===== src/rtl/core/sboc_pkg.sv =====
// Shared types, codes and helpers for the select-before-operate control core.
// No dependencies; every module of the core imports this package.
`timescale 1ns / 1ps

package sboc_pkg;

    localparam logic [7:0] NUM_MAX = 8'd255;

    // command codes
    localparam logic [2:0] CMD_SELECT     = 3'd0;
    localparam logic [2:0] CMD_SELECT_VAL = 3'd1;
    localparam logic [2:0] CMD_OPERATE    = 3'd2;
    localparam logic [2:0] CMD_CANCEL     = 3'd3;
    localparam logic [2:0] CMD_TERM       = 3'd4;
    localparam logic [2:0] CMD_ASSOC_CLR  = 3'd5;
    localparam logic [2:0] CMD_TICK       = 3'd6;

    // control models
    localparam logic [2:0] MODEL_STATUS_ONLY = 3'd0;
    localparam logic [2:0] MODEL_DIRECT_NORM = 3'd1;
    localparam logic [2:0] MODEL_SBO_NORM    = 3'd2;
    localparam logic [2:0] MODEL_DIRECT_ENH  = 3'd3;
    localparam logic [2:0] MODEL_SBO_ENH     = 3'd4;

    // register indexes
    localparam logic [1:0] REG_CONTROL_MODEL = 2'd0;
    localparam logic [1:0] REG_SBO_TIMEOUT   = 2'd1;
    localparam logic [1:0] REG_OBJECT_OK     = 2'd2;

    // actions
    localparam logic [1:0] ACT_SELECT     = 2'd0;
    localparam logic [1:0] ACT_SELECT_VAL = 2'd1;
    localparam logic [1:0] ACT_OPERATE    = 2'd2;
    localparam logic [1:0] ACT_CANCEL     = 2'd3;

    // status codes
    localparam logic [3:0] ST_OK       = 4'd0;
    localparam logic [3:0] ST_UNSUP    = 4'd1;
    localparam logic [3:0] ST_IDENT    = 4'd2;
    localparam logic [3:0] ST_SEQ      = 4'd3;
    localparam logic [3:0] ST_EXEC     = 4'd4;
    localparam logic [3:0] ST_ALREADY  = 4'd5;
    localparam logic [3:0] ST_LOCKED   = 4'd6;
    localparam logic [3:0] ST_DENIED   = 4'd7;
    localparam logic [3:0] ST_EXPIRED  = 4'd8;
    localparam logic [3:0] ST_NOTSEL   = 4'd9;
    localparam logic [3:0] ST_MISMATCH = 4'd10;
    localparam logic [3:0] ST_WAITING  = 4'd11;
    localparam logic [3:0] ST_NOSEL    = 4'd12;
    localparam logic [3:0] ST_NOPEND   = 4'd13;
    localparam logic [3:0] ST_POS      = 4'd14;
    localparam logic [3:0] ST_NEG      = 4'd15;

    // add-cause codes
    localparam logic [4:0] AC_UNKNOWN = 5'd0;
    localparam logic [4:0] AC_NOTSUP  = 5'd1;
    localparam logic [4:0] AC_INEXEC  = 5'd12;
    localparam logic [4:0] AC_CANCEL  = 5'd15;
    localparam logic [4:0] AC_TIMEOUT = 5'd16;
    localparam logic [4:0] AC_NOTSEL  = 5'd18;
    localparam logic [4:0] AC_ALREADY = 5'd19;
    localparam logic [4:0] AC_NOAUTH  = 5'd20;
    localparam logic [4:0] AC_NONE    = 5'd25;
    localparam logic [4:0] AC_INCONS  = 5'd26;
    localparam logic [4:0] AC_LOCKED  = 5'd27;

    typedef struct packed {
        logic        valid;
        logic [1:0]  index;
        logic [31:0] data;
    } t_cfg_wr;

    // classified command as it travels from front to back
    typedef struct packed {
        logic [2:0]  cmd;
        logic [63:0] now;
        logic [63:0] client;
        logic        client_nz;
        logic        cok;
        logic        sok;
        logic        auth;
        logic [7:0]  req;
        logic [63:0] digest;
        logic [1:0]  terr;
        logic [4:0]  tcause;
        logic [63:0] sel_expiry;
        logic        model_match;
        logic        sbo;
        logic        enh;
        logic        op_unsup;
    } t_item;

    typedef struct packed {
        logic        sel;
        logic        waiting;
        logic [63:0] owner;
        logic [63:0] expiry;
        logic [63:0] digest;
        logic [7:0]  act_num;
        logic [7:0]  next_num;
    } t_state;

    typedef struct packed {
        logic [3:0]  status;
        logic [1:0]  action;
        logic [7:0]  number;
        logic [1:0]  err;
        logic [4:0]  cause;
        logic        selected;
        logic        waiting;
        logic [63:0] owner;
        logic [63:0] expiry;
    } t_result;

    typedef enum logic {
        BK_IDLE,
        BK_EXEC
    } t_back_state;

    // drops the selection and pending execution; the allocator survives
    function automatic t_state clear_state(input t_state s);
        t_state c;
        c         = s;
        c.sel     = 1'b0;
        c.waiting = 1'b0;
        c.owner   = '0;
        c.expiry  = '0;
        c.digest  = '0;
        c.act_num = '0;
        return c;
    endfunction

endpackage


===== src/rtl/core/select_before_operate_control_core.sv =====
// Select-before-operate control core: one decision beat per command beat.
// Commands go from the queue to the item register, then are decided and committed to the output
// register; an output stall holds the commit. The back end takes no new command until that
// commit, as its compare/commit pair works on the single control-object state; the front queue absorbs bursts.
// Reset (synchronous, active low) clears configuration, state, queue and output valid.
`timescale 1ns / 1ps

module select_before_operate_control_core import sboc_pkg::*; #(
    parameter int unsigned QUEUE_DEPTH = 2
) (
    input  logic        i_clk,
    input  logic        i_rst_n,
    input  logic        i_cfg_valid,
    output logic        o_cfg_ready,
    input  logic [1:0]  i_cfg_index,
    input  logic [31:0] i_cfg_data,
    input  logic        i_in_valid,
    output logic        o_in_stall,
    input  logic [2:0]  i_cmd,
    input  logic [63:0] i_now_ms,
    input  logic [63:0] i_client_id,
    input  logic        i_client_ok,
    input  logic        i_sequence_ok,
    input  logic        i_authorized,
    input  logic [7:0]  i_requested_number,
    input  logic [63:0] i_sequence_digest,
    input  logic [1:0]  i_term_error,
    input  logic [4:0]  i_term_cause,
    output logic        o_out_valid,
    input  logic        i_out_stall,
    output logic [3:0]  o_status,
    output logic [1:0]  o_action,
    output logic [7:0]  o_ctl_number,
    output logic [1:0]  o_error_code,
    output logic [4:0]  o_cause_code,
    output logic        o_is_selected,
    output logic        o_is_waiting,
    output logic [63:0] o_owner_id,
    output logic [63:0] o_expires_at
);

    t_cfg_wr cfg;
    t_item   f_item, q_head;
    logic    q_full, q_valid, push, pop;
    t_result res;

    assign o_cfg_ready = 1'b1;
    assign cfg.valid   = i_cfg_valid;
    assign cfg.index   = i_cfg_index;
    assign cfg.data    = i_cfg_data;

    sboc_front u_front (
        .i_clk              (i_clk),
        .i_rst_n            (i_rst_n),
        .i_cfg              (cfg),
        .i_valid            (i_in_valid),
        .i_cmd              (i_cmd),
        .i_now_ms           (i_now_ms),
        .i_client_id        (i_client_id),
        .i_client_ok        (i_client_ok),
        .i_sequence_ok      (i_sequence_ok),
        .i_authorized       (i_authorized),
        .i_requested_number (i_requested_number),
        .i_sequence_digest  (i_sequence_digest),
        .i_term_error       (i_term_error),
        .i_term_cause       (i_term_cause),
        .i_q_full           (q_full),
        .o_stall            (o_in_stall),
        .o_push             (push),
        .o_item             (f_item)
    );

    sboc_queue #(
        .DEPTH (QUEUE_DEPTH)
    ) u_queue (
        .i_clk   (i_clk),
        .i_rst_n (i_rst_n),
        .i_push  (push),
        .i_item  (f_item),
        .i_pop   (pop),
        .o_full  (q_full),
        .o_valid (q_valid),
        .o_head  (q_head)
    );

    sboc_back u_back (
        .i_clk       (i_clk),
        .i_rst_n     (i_rst_n),
        .i_q_valid   (q_valid),
        .i_q_head    (q_head),
        .o_pop       (pop),
        .i_out_stall (i_out_stall),
        .o_out_valid (o_out_valid),
        .o_result    (res)
    );

    assign o_status      = res.status;
    assign o_action      = res.action;
    assign o_ctl_number  = res.number;
    assign o_error_code  = res.err;
    assign o_cause_code  = res.cause;
    assign o_is_selected = res.selected;
    assign o_is_waiting  = res.waiting;
    assign o_owner_id    = res.owner;
    assign o_expires_at  = res.expiry;

endmodule


===== src/rtl/core/sboc_front.sv =====
// Front end: configuration registers, input beat acceptance and classification.
// Depends on sboc_pkg; feeds sboc_queue.
`timescale 1ns / 1ps

module sboc_front import sboc_pkg::*; (
    input  logic        i_clk,
    input  logic        i_rst_n,
    input  t_cfg_wr     i_cfg,
    input  logic        i_valid,
    input  logic [2:0]  i_cmd,
    input  logic [63:0] i_now_ms,
    input  logic [63:0] i_client_id,
    input  logic        i_client_ok,
    input  logic        i_sequence_ok,
    input  logic        i_authorized,
    input  logic [7:0]  i_requested_number,
    input  logic [63:0] i_sequence_digest,
    input  logic [1:0]  i_term_error,
    input  logic [4:0]  i_term_cause,
    input  logic        i_q_full,
    output logic        o_stall,
    output logic        o_push,
    output t_item       o_item
);

    logic [2:0]  r_model;
    logic [31:0] r_timeout;
    logic        r_object_ok;
    logic [64:0] sum;

    always_ff @(posedge i_clk) begin
        if (!i_rst_n) begin
            r_model     <= MODEL_STATUS_ONLY;
            r_timeout   <= '0;
            r_object_ok <= 1'b0;
        end else if (i_cfg.valid) begin
            unique case (i_cfg.index)
                REG_CONTROL_MODEL: r_model     <= i_cfg.data[2:0];
                REG_SBO_TIMEOUT:   r_timeout   <= i_cfg.data;
                REG_OBJECT_OK:     r_object_ok <= i_cfg.data[0];
                default: ;
            endcase
        end
    end

    // carry out of the add means the expiry saturates
    assign sum = {1'b0, i_now_ms} + {33'b0, r_timeout};

    always_comb begin
        o_item.cmd         = i_cmd;
        o_item.now         = i_now_ms;
        o_item.client      = i_client_id;
        o_item.client_nz   = |i_client_id;
        o_item.cok         = i_client_ok;
        o_item.sok         = i_sequence_ok;
        o_item.auth        = i_authorized;
        o_item.req         = i_requested_number;
        o_item.digest      = i_sequence_digest;
        o_item.terr        = i_term_error;
        o_item.tcause      = i_term_cause;
        o_item.sel_expiry  = (r_timeout == '0) ? '0 : (sum[64] ? '1 : sum[63:0]);
        o_item.model_match = (i_cmd == CMD_SELECT && r_model == MODEL_SBO_NORM)
                          || (i_cmd == CMD_SELECT_VAL && r_model == MODEL_SBO_ENH);
        o_item.sbo         = (r_model == MODEL_SBO_NORM) || (r_model == MODEL_SBO_ENH);
        o_item.enh         = (r_model == MODEL_DIRECT_ENH) || (r_model == MODEL_SBO_ENH);
        o_item.op_unsup    = !r_object_ok || (r_model == MODEL_STATUS_ONLY)
                          || (r_model > MODEL_SBO_ENH);
    end

    assign o_stall = i_q_full;
    assign o_push  = i_valid && !i_q_full;

endmodule


===== src/rtl/core/sboc_queue.sv =====
// Small FIFO of classified commands between the front and back ends.
// Depends on sboc_pkg for the entry type.
`timescale 1ns / 1ps

module sboc_queue import sboc_pkg::*; #(
    parameter int unsigned DEPTH = 2
) (
    input  logic  i_clk,
    input  logic  i_rst_n,
    input  logic  i_push,
    input  t_item i_item,
    input  logic  i_pop,
    output logic  o_full,
    output logic  o_valid,
    output t_item o_head
);

    localparam int unsigned PW = (DEPTH > 1) ? $clog2(DEPTH) : 1;
    localparam int unsigned CW = $clog2(DEPTH + 1);

    t_item        r_mem [DEPTH];
    logic [PW-1:0] r_wr, r_rd;
    logic [CW-1:0] r_cnt;
    logic [PW-1:0] n_wr, n_rd;
    logic [CW-1:0] n_cnt;

    assign o_full  = (r_cnt == CW'(DEPTH));
    assign o_valid = (r_cnt != '0);
    assign o_head  = r_mem[r_rd];

    always_comb begin
        n_wr  = r_wr;
        n_rd  = r_rd;
        n_cnt = r_cnt;
        if (i_push) begin
            n_wr = (r_wr == PW'(DEPTH - 1)) ? '0 : r_wr + 1'b1;
        end
        if (i_pop) begin
            n_rd = (r_rd == PW'(DEPTH - 1)) ? '0 : r_rd + 1'b1;
        end
        if (i_push && !i_pop) begin
            n_cnt = r_cnt + 1'b1;
        end else if (i_pop && !i_push) begin
            n_cnt = r_cnt - 1'b1;
        end
    end

    always_ff @(posedge i_clk) begin
        if (!i_rst_n) begin
            r_wr  <= '0;
            r_rd  <= '0;
            r_cnt <= '0;
        end else begin
            r_wr  <= n_wr;
            r_rd  <= n_rd;
            r_cnt <= n_cnt;
        end
    end

    always_ff @(posedge i_clk) begin
        if (i_push) begin
            r_mem[r_wr] <= i_item;
        end
    end

endmodule


===== src/rtl/core/sboc_back.sv =====
// Back end: control-object state, decision sequencer and output register.
// Depends on sboc_pkg; consumes entries from sboc_queue.
`timescale 1ns / 1ps

module sboc_back import sboc_pkg::*; (
    input  logic    i_clk,
    input  logic    i_rst_n,
    input  logic    i_q_valid,
    input  t_item   i_q_head,
    output logic    o_pop,
    input  logic    i_out_stall,
    output logic    o_out_valid,
    output t_result o_result
);

    t_back_state r_bk, n_bk;
    t_state      r_st, n_st;
    t_item       r_item;
    logic        r_due, r_own_eq, r_dig_eq;
    logic        r_out_valid, n_out_valid;
    t_result     r_out, d;
    logic        commit;
    logic [7:0]  take_num;

    assign o_pop  = (r_bk == BK_IDLE) && i_q_valid;
    assign commit = (r_bk == BK_EXEC) && (!r_out_valid || !i_out_stall);

    always_ff @(posedge i_clk) begin
        if (!i_rst_n) begin
            r_bk        <= BK_IDLE;
            r_st        <= '0;
            r_out_valid <= 1'b0;
        end else begin
            r_bk        <= n_bk;
            r_st        <= n_st;
            r_out_valid <= n_out_valid;
        end
    end

    // pop step: wide compares against the state, which holds still until commit
    always_ff @(posedge i_clk) begin
        if (o_pop) begin
            r_item   <= i_q_head;
            r_due    <= r_st.sel && (r_st.expiry != '0) && (i_q_head.now >= r_st.expiry);
            r_own_eq <= (r_st.owner == i_q_head.client);
            r_dig_eq <= (r_st.digest == i_q_head.digest);
        end
        if (commit) begin
            r_out <= d;
        end
    end

    always_comb begin
        n_bk        = r_bk;
        n_out_valid = r_out_valid;
        if (r_out_valid && !i_out_stall) begin
            n_out_valid = 1'b0;
        end
        unique case (r_bk)
            BK_IDLE: begin
                if (i_q_valid) begin
                    n_bk = BK_EXEC;
                end
            end
            BK_EXEC: begin
                if (commit) begin
                    n_bk        = BK_IDLE;
                    n_out_valid = 1'b1;
                end
            end
        endcase
    end

    assign take_num = (r_item.req != '0) ? r_item.req
                    : ((r_st.next_num >= NUM_MAX) ? 8'd1 : r_st.next_num + 8'd1);

    // commit step: decision and state update
    always_comb begin
        n_st     = r_st;
        d        = '0;
        d.status = ST_OK;
        d.action = ACT_SELECT;
        d.number = r_st.act_num;
        d.err    = 2'd0;
        d.cause  = AC_UNKNOWN;
        unique case (r_item.cmd)
            CMD_SELECT, CMD_SELECT_VAL: begin
                d.action = (r_item.cmd == CMD_SELECT_VAL) ? ACT_SELECT_VAL : ACT_SELECT;
                priority if (!r_item.model_match) begin
                    d.status = ST_UNSUP;
                    d.cause  = AC_NOTSUP;
                end else if (!r_item.cok) begin
                    d.status = ST_IDENT;
                    d.cause  = AC_NOAUTH;
                end else if (!r_item.sok) begin
                    d.status = ST_SEQ;
                    d.cause  = AC_INCONS;
                end else begin
                    if (r_due) begin
                        n_st = clear_state(r_st);
                    end
                    d.number = n_st.act_num;
                    priority if (n_st.waiting) begin
                        d.status = ST_EXEC;
                        d.cause  = AC_INEXEC;
                    end else if (n_st.sel) begin
                        d.status = r_own_eq ? ST_ALREADY : ST_LOCKED;
                        d.cause  = r_own_eq ? AC_ALREADY : AC_LOCKED;
                    end else if (!r_item.auth) begin
                        d.status = ST_DENIED;
                        d.cause  = AC_NOAUTH;
                    end else begin
                        if (r_item.req == '0) begin
                            n_st.next_num = take_num;
                        end
                        n_st.act_num = take_num;
                        n_st.digest  = r_item.digest;
                        n_st.owner   = r_item.client;
                        n_st.expiry  = r_item.sel_expiry;
                        n_st.sel     = 1'b1;
                        d.number     = take_num;
                        d.cause      = AC_NONE;
                    end
                end
            end
            CMD_OPERATE: begin
                d.action = ACT_OPERATE;
                priority if (r_item.op_unsup) begin
                    d.status = ST_UNSUP;
                    d.cause  = AC_NOTSUP;
                end else if (!r_item.cok) begin
                    d.status = ST_IDENT;
                    d.cause  = AC_NOAUTH;
                end else if (!r_item.sok) begin
                    d.status = ST_SEQ;
                    d.cause  = AC_INCONS;
                end else if (r_st.waiting) begin
                    d.status = ST_EXEC;
                    d.cause  = AC_INEXEC;
                end else if (r_item.sbo && r_due) begin
                    n_st     = clear_state(r_st);
                    d.status = ST_EXPIRED;
                    d.cause  = AC_TIMEOUT;
                end else if (r_item.sbo && !r_st.sel) begin
                    d.status = ST_NOTSEL;
                    d.cause  = AC_NOTSEL;
                end else if (r_item.sbo && !r_own_eq) begin
                    d.status = ST_LOCKED;
                    d.cause  = AC_LOCKED;
                end else if (r_item.sbo && (!r_dig_eq ||
                             (r_item.req != '0 && r_item.req != r_st.act_num))) begin
                    n_st     = clear_state(r_st);
                    d.status = ST_MISMATCH;
                    d.cause  = AC_INCONS;
                end else if (!r_item.auth) begin
                    if (r_item.sbo) begin
                        n_st = clear_state(r_st);
                    end
                    d.status = ST_DENIED;
                    d.cause  = AC_NOAUTH;
                end else begin
                    if (r_item.sbo) begin
                        n_st.sel    = 1'b0;
                        n_st.expiry = '0;
                    end else begin
                        if (r_item.req == '0) begin
                            n_st.next_num = take_num;
                        end
                        n_st.act_num = take_num;
                        n_st.digest  = r_item.digest;
                        n_st.owner   = r_item.client;
                        d.number     = take_num;
                    end
                    d.cause = AC_NONE;
                    if (r_item.enh) begin
                        n_st.waiting = 1'b1;
                        d.status     = ST_WAITING;
                    end else begin
                        n_st     = clear_state(n_st);
                        d.status = ST_OK;
                    end
                end
            end
            CMD_CANCEL: begin
                d.action = ACT_CANCEL;
                priority if (!r_item.sbo) begin
                    d.status = ST_UNSUP;
                    d.cause  = AC_NOTSUP;
                end else if (!r_item.cok) begin
                    d.status = ST_IDENT;
                    d.cause  = AC_NOAUTH;
                end else if (r_due) begin
                    n_st     = clear_state(r_st);
                    d.status = ST_EXPIRED;
                    d.cause  = AC_TIMEOUT;
                end else if (!r_st.sel) begin
                    d.status = ST_NOSEL;
                    d.cause  = AC_NOTSEL;
                end else if (!r_own_eq) begin
                    d.status = ST_LOCKED;
                    d.cause  = AC_LOCKED;
                end else if (!r_item.auth) begin
                    d.status = ST_DENIED;
                    d.cause  = AC_NOAUTH;
                end else begin
                    n_st     = clear_state(r_st);
                    d.status = ST_OK;
                    d.cause  = AC_CANCEL;
                end
            end
            CMD_TERM: begin
                d.action = ACT_OPERATE;
                if (!r_st.waiting) begin
                    d.status = ST_NOPEND;
                end else begin
                    d.status = (r_item.terr == 2'd0 && (r_item.tcause == AC_UNKNOWN
                               || r_item.tcause == AC_NONE)) ? ST_POS : ST_NEG;
                    d.err    = r_item.terr;
                    d.cause  = r_item.tcause;
                    n_st     = clear_state(r_st);
                end
            end
            CMD_ASSOC_CLR: begin
                if (r_item.client_nz && r_own_eq) begin
                    n_st = clear_state(r_st);
                end
                d.number = n_st.act_num;
            end
            default: begin
                // tick/query, and the unused code behaves the same
                if (r_due) begin
                    n_st = clear_state(r_st);
                end
                d.number = n_st.act_num;
            end
        endcase
        d.selected = n_st.sel;
        d.waiting  = n_st.waiting;
        d.owner    = n_st.owner;
        d.expiry   = n_st.expiry;
        if (!commit) begin
            n_st = r_st;
        end
    end

    assign o_out_valid = r_out_valid;
    assign o_result    = r_out;

endmodule

===== config.mk =====
export PLATFORM = sky130hd
export DESIGN_NAME = select_before_operate_control_core
export DESIGN_NICKNAME = d
export VERILOG_FILES = /design/src/rtl/core/sboc_pkg.sv /design/src/rtl/core/select_before_operate_control_core.sv /design/src/rtl/core/sboc_front.sv /design/src/rtl/core/sboc_queue.sv /design/src/rtl/core/sboc_back.sv
export SDC_FILE = /design/constraint.sdc
export NUM_CORES = 2
export LEC_CHECK = 0
export BUFFER_PORTS_ARGS = -buffer_cell sky130_fd_sc_hd__buf_2
export CELL_PAD_IN_SITES_DETAIL_PLACEMENT = 1
export CELL_PAD_IN_SITES_GLOBAL_PLACEMENT = 1
export CORE_ASPECT_RATIO = 1.25
export CORE_MARGIN = 5
export CORE_UTILIZATION = 25
export DETAILED_ROUTE_END_ITERATION = 10
export PLACE_DENSITY_LB_ADDON = 0.1
export REMOVE_ABC_BUFFERS = 1
export SLEW_MARGIN = 20
export SYNTH_ARGS = -nofsm -noshare
export SYNTH_HDL_FRONTEND = slang
export SYNTH_SLANG_ARGS = --single-unit

===== constraint.sdc =====
create_clock -name i_clk -period 16.45 [get_ports i_clk]
set_clock_uncertainty 0.05 [all_clocks]
set_input_delay 1.645 -clock i_clk [delete_from_list [all_inputs] [get_ports i_clk]]
set_output_delay 1.645 -clock i_clk [all_outputs]
set_load 0.01 [all_outputs]

==> Flow_metrics.wiki <==
{| class="wikitable"
! Metric !! Value
|-
| Status || finished clean
|-
| Routed via count || around 31000
|-
| Most used cells in the layout excluding fill and tap cells || 936 x edfxtp_1, 403 x buf_2, 284 x mux2_2, 252 x dfxtp_1, 233 x nand2_1
|-
| Post-DRT Antenna Nets || 0
|-
| Layout Nets || around 4200
|-
| Highest clock rate || 0.185 GHz
|-
| # Post-CTS Setup Buffers || 0
|-
| R2R cell count || 11
|-
| Die extent in y || just over 500 µm
|-
| Register-to-register path setup slack || 11610 ps
|-
| Post-Synthesis Cell Area || roughly 50000 µm²
|-
| Dpl hpwl || 115 mm
|-
| Iteration count of the initial detailed-routing pass || 7
|-
| Share of cells above drive strength 1 || 24.6%
|-
| Number of antenna violations at the first check in global routing || 43
|-
| Clk root buf || clkbuf_16
|-
| Transition time at the pin with the least slew margin || 1120 ps
|-
| Worst vdd rail ir drop || around 0.11 mV
|-
| Leading cell type in the layout, fill and taps excluded || edfxtp_1
|-
| Core Area || 199000 µm²
|-
| Routed wire length on met2 || 80.6 mm
|-
| Async SR Flop Fraction || 0%
|-
| DRC violations left || 0
|-
| Final count of negative-setup-slack endpoints || 0
|-
| Count of yosys warnings during synthesis || 0
|-
| Clock tree from TritonCTS || yes
|-
| Static leakage power || 21.4 nW
|-
| Global placer's final weighted congestion || 0.785
|-
| Number of distinct library cell variants in the gate-level netlist after synthesis || 86
|-
| Area share of the largest cell type after synthesis || between 50% and 60%
|-
| Uppermost layer routed || met5
|-
| Reg2reg end || u_back.r_st[78]
|-
| Slew margin rel. || 25.0%
|-
| Crit Path Category || input port to flip-flop
|-
| TritonCTS Buffers || 138
|-
| Pins over their slew limit || 0
|-
| Kind of capture point of the worst setup path || flip-flop
|-
| Post-route minimum period || 5410 ps
|-
| Instance count of the mapped netlist || between 3000 and 4000
|-
| Average instance area after synthesis || 14.3 µm²
|-
| CP Max Fanout || 55
|-
| Hold-critical path depth || 1
|-
| Iteration-0 DRC Markers || 1734
|-
| TritonCTS Sinks || between 1000 and 1500
|-
| Routed wire length per instance || 25.3 µm
|-
| Total wirelength of the detailed-routed design || 167 mm
|-
| Post-synth EDFFs || between 900 and 1000
|-
| Top post-synthesis cells by area || edfxtp_1 56%, dfxtp_1 10%, mux2_2 6.4%
|-
| Maximum number of pins on one net before global-route repair || 111
|-
| Max Buffers Root-to-Sink || 3
|-
| Hold Startpoint || u_back.r_item[79]
|-
| Area Overhead vs Synth || 19.0%
|-
| Total length of routed met3 wires || 9.90 mm
|-
| RSZ-0062 raised after global routing || false
|-
| Reg-to-reg critical path startpoint || u_back.r_st[208]
|-
| Worst hold-check path type || flip-flop to flip-flop
|-
| Flip-flop cell with the highest count after synthesis || edfxtp_1
|-
| Wl on met1 || around 74 mm
|-
| Number of I/O port buffers || 404
|-
| Via-per-instance ratio || 4.69
|-
| Number of H-tree levels || 4
|-
| Final total negative setup slack || 0 ps
|-
| Critical Path Source Type || input port
|-
| Final Hold Violating Endpoints || 0
|-
| Hold path endpoint || u_back.r_st[20]
|-
| Sequential element share of the synthesized area || between 60% and 70%
|-
| Cts hold-fix bufs || 0
|-
| Clock edge transition at the registers on the reported setup and hold paths || 60 ps
|-
| Starting utilization of the core area || approximately a quarter
|-
| Top cell type by total area after synthesis || edfxtp_1
|-
| Post-route total power || 10.0 mW
|-
| Number of resized instances in the post-cts repair step || 0
|-
| Gr usage total || 15.7%
|-
| Data arrival time of the critical path || 5850 ps
|-
| Vias in the first global route || 33200
|-
| Number of max-capacitance violations reported || 0
|-
| # rows || ~180
|-
| DIE AREA || between 200000 and 250000 µm²
|-
| DIE WIDTH || 409 µm
|-
| Cell Pwr Density || approximately 170 nW/µm²
|-
| First-pass GRT wire length || 240 mm
|-
| Count of state elements after synthesis || roughly 1200
|-
| Number of top-level pins || 406
|-
| Skew-Pair Late Insertion Delay || 790 ps
|-
| Period utilisation layout || approximately 33%
|-
| Data required time of the critical path || 16890 ps
|-
| Overflow left after global routing || 0
|}
## worst max-delay path: stages
cell and delay [ps]:
buf_2 120, ha_1 240, fa_1 410, a21oi_1 210, nor2_1 100, o41ai_1 870
o31a_1 380, o21ai_1 230, a21oi_1 190, buf_4 250, or3_4 740, and4_1 320
nor3_1 60
## through the flow
| stage | setup slack [ps] | cell area (µm²) | hold slack [ps] | instances | utilization [%] |
|---|---|---|---|---|---|
| CTS | 11050 | 59200 | 404 | 6603 | 29.8 |
| finish | 11040 | 59300 | 405 | 6620 | 29.9 |
| detailed placement | 10160 | 54700 | 395 | 6348 | 27.6 |
| global route | 10890 | 59200 | 417 | 6605 | 29.8 |
| global placement | 10090 | 54700 | 387 | 6348 | 27.6 |
| floorplan | 1990 | 48900 | 386 | 3303 | - |
## metal layers
layer	up-vias	GRT usage, %
met1	15800	20.0
met5	-	0
li1	14300	-
met3	204	4.27
met4	34	3.42
met2	690	26.7
## synth_stat cells, drive strengths merged (44+ instances only)
master and number:
edfxtp 936, mux2 284, dfxtp 253, nand2 234, a22o 212, xor2 149
a21oi 139, clkbuf 138, ha 98, inv 93, nor4 84, o21ai 84
nor2b 75, nor2 73, a32oi 55, a21o 45, nand4 44
## cell type report
class	count	area [µm²]
timing repair buffer	455	2420
tap	2590	3240
clock inverter	60	691
multi-input combinational	2021	15500
antenna	17	42.5
fill	21000	139000
clock buffer	195	3840
inverter	93	364
sequential	1189	33200
## how the worst max path moves through the flow
stage	to	slack (ps)	cells after the start	start
finish	u_queue.r_mem[1][67]	11040	13	i_now_ms[0]
global route	u_queue.r_mem[1][67]	10890	13	i_now_ms[0]
CTS	u_queue.r_mem[1][67]	11050	13	i_now_ms[0]
detailed placement	u_queue.r_mem[1][67]	10160	13	i_now_ms[0]
global placement	u_queue.r_mem[0][67]	10090	13	i_now_ms[0]
floorplan	u_queue.r_wr	1990	3	i_in_valid
## state kept, by name, summed over array words and instances (netlist names), named ones only
signal / count
u_front.r_model: 3
u_queue.r_cnt: 2
u_front.r_object_ok: 1
u_back.r_item: 218
u_back.r_due: 1
u_back.r_st: 210
u_queue.r_rd: 1
u_back.r_own_eq: 1
u_back.o_result: 151
u_queue.r_mem: 564
u_back.r_bk: 1
u_back.r_dig_eq: 1
u_queue.r_wr: 1
u_back.o_out_valid: 1
u_front.r_timeout: 32
## kinds of logic after synthesis
| kind of cell | share of synthesized area [%] |
|---|---|
| AOI/OAI and AO/OA | 11.5 |
| other | 0.00753 |
| DFF | 66.6 |
| buffers and inverters | 2.49 |
| xor gates and xnor gates | 3.38 |
| adders and majority gates | 2.50 |
| muxes | 6.62 |
| and+or+nand+nor | 6.91 |
## power by group
part           switching, mW  internal, mW
clock network           1.30          1.80
registers              0.329          4.11
logic                   1.72         0.774
total                   3.35          6.68
No activity file was read; power rests on OpenSTA's default activity.
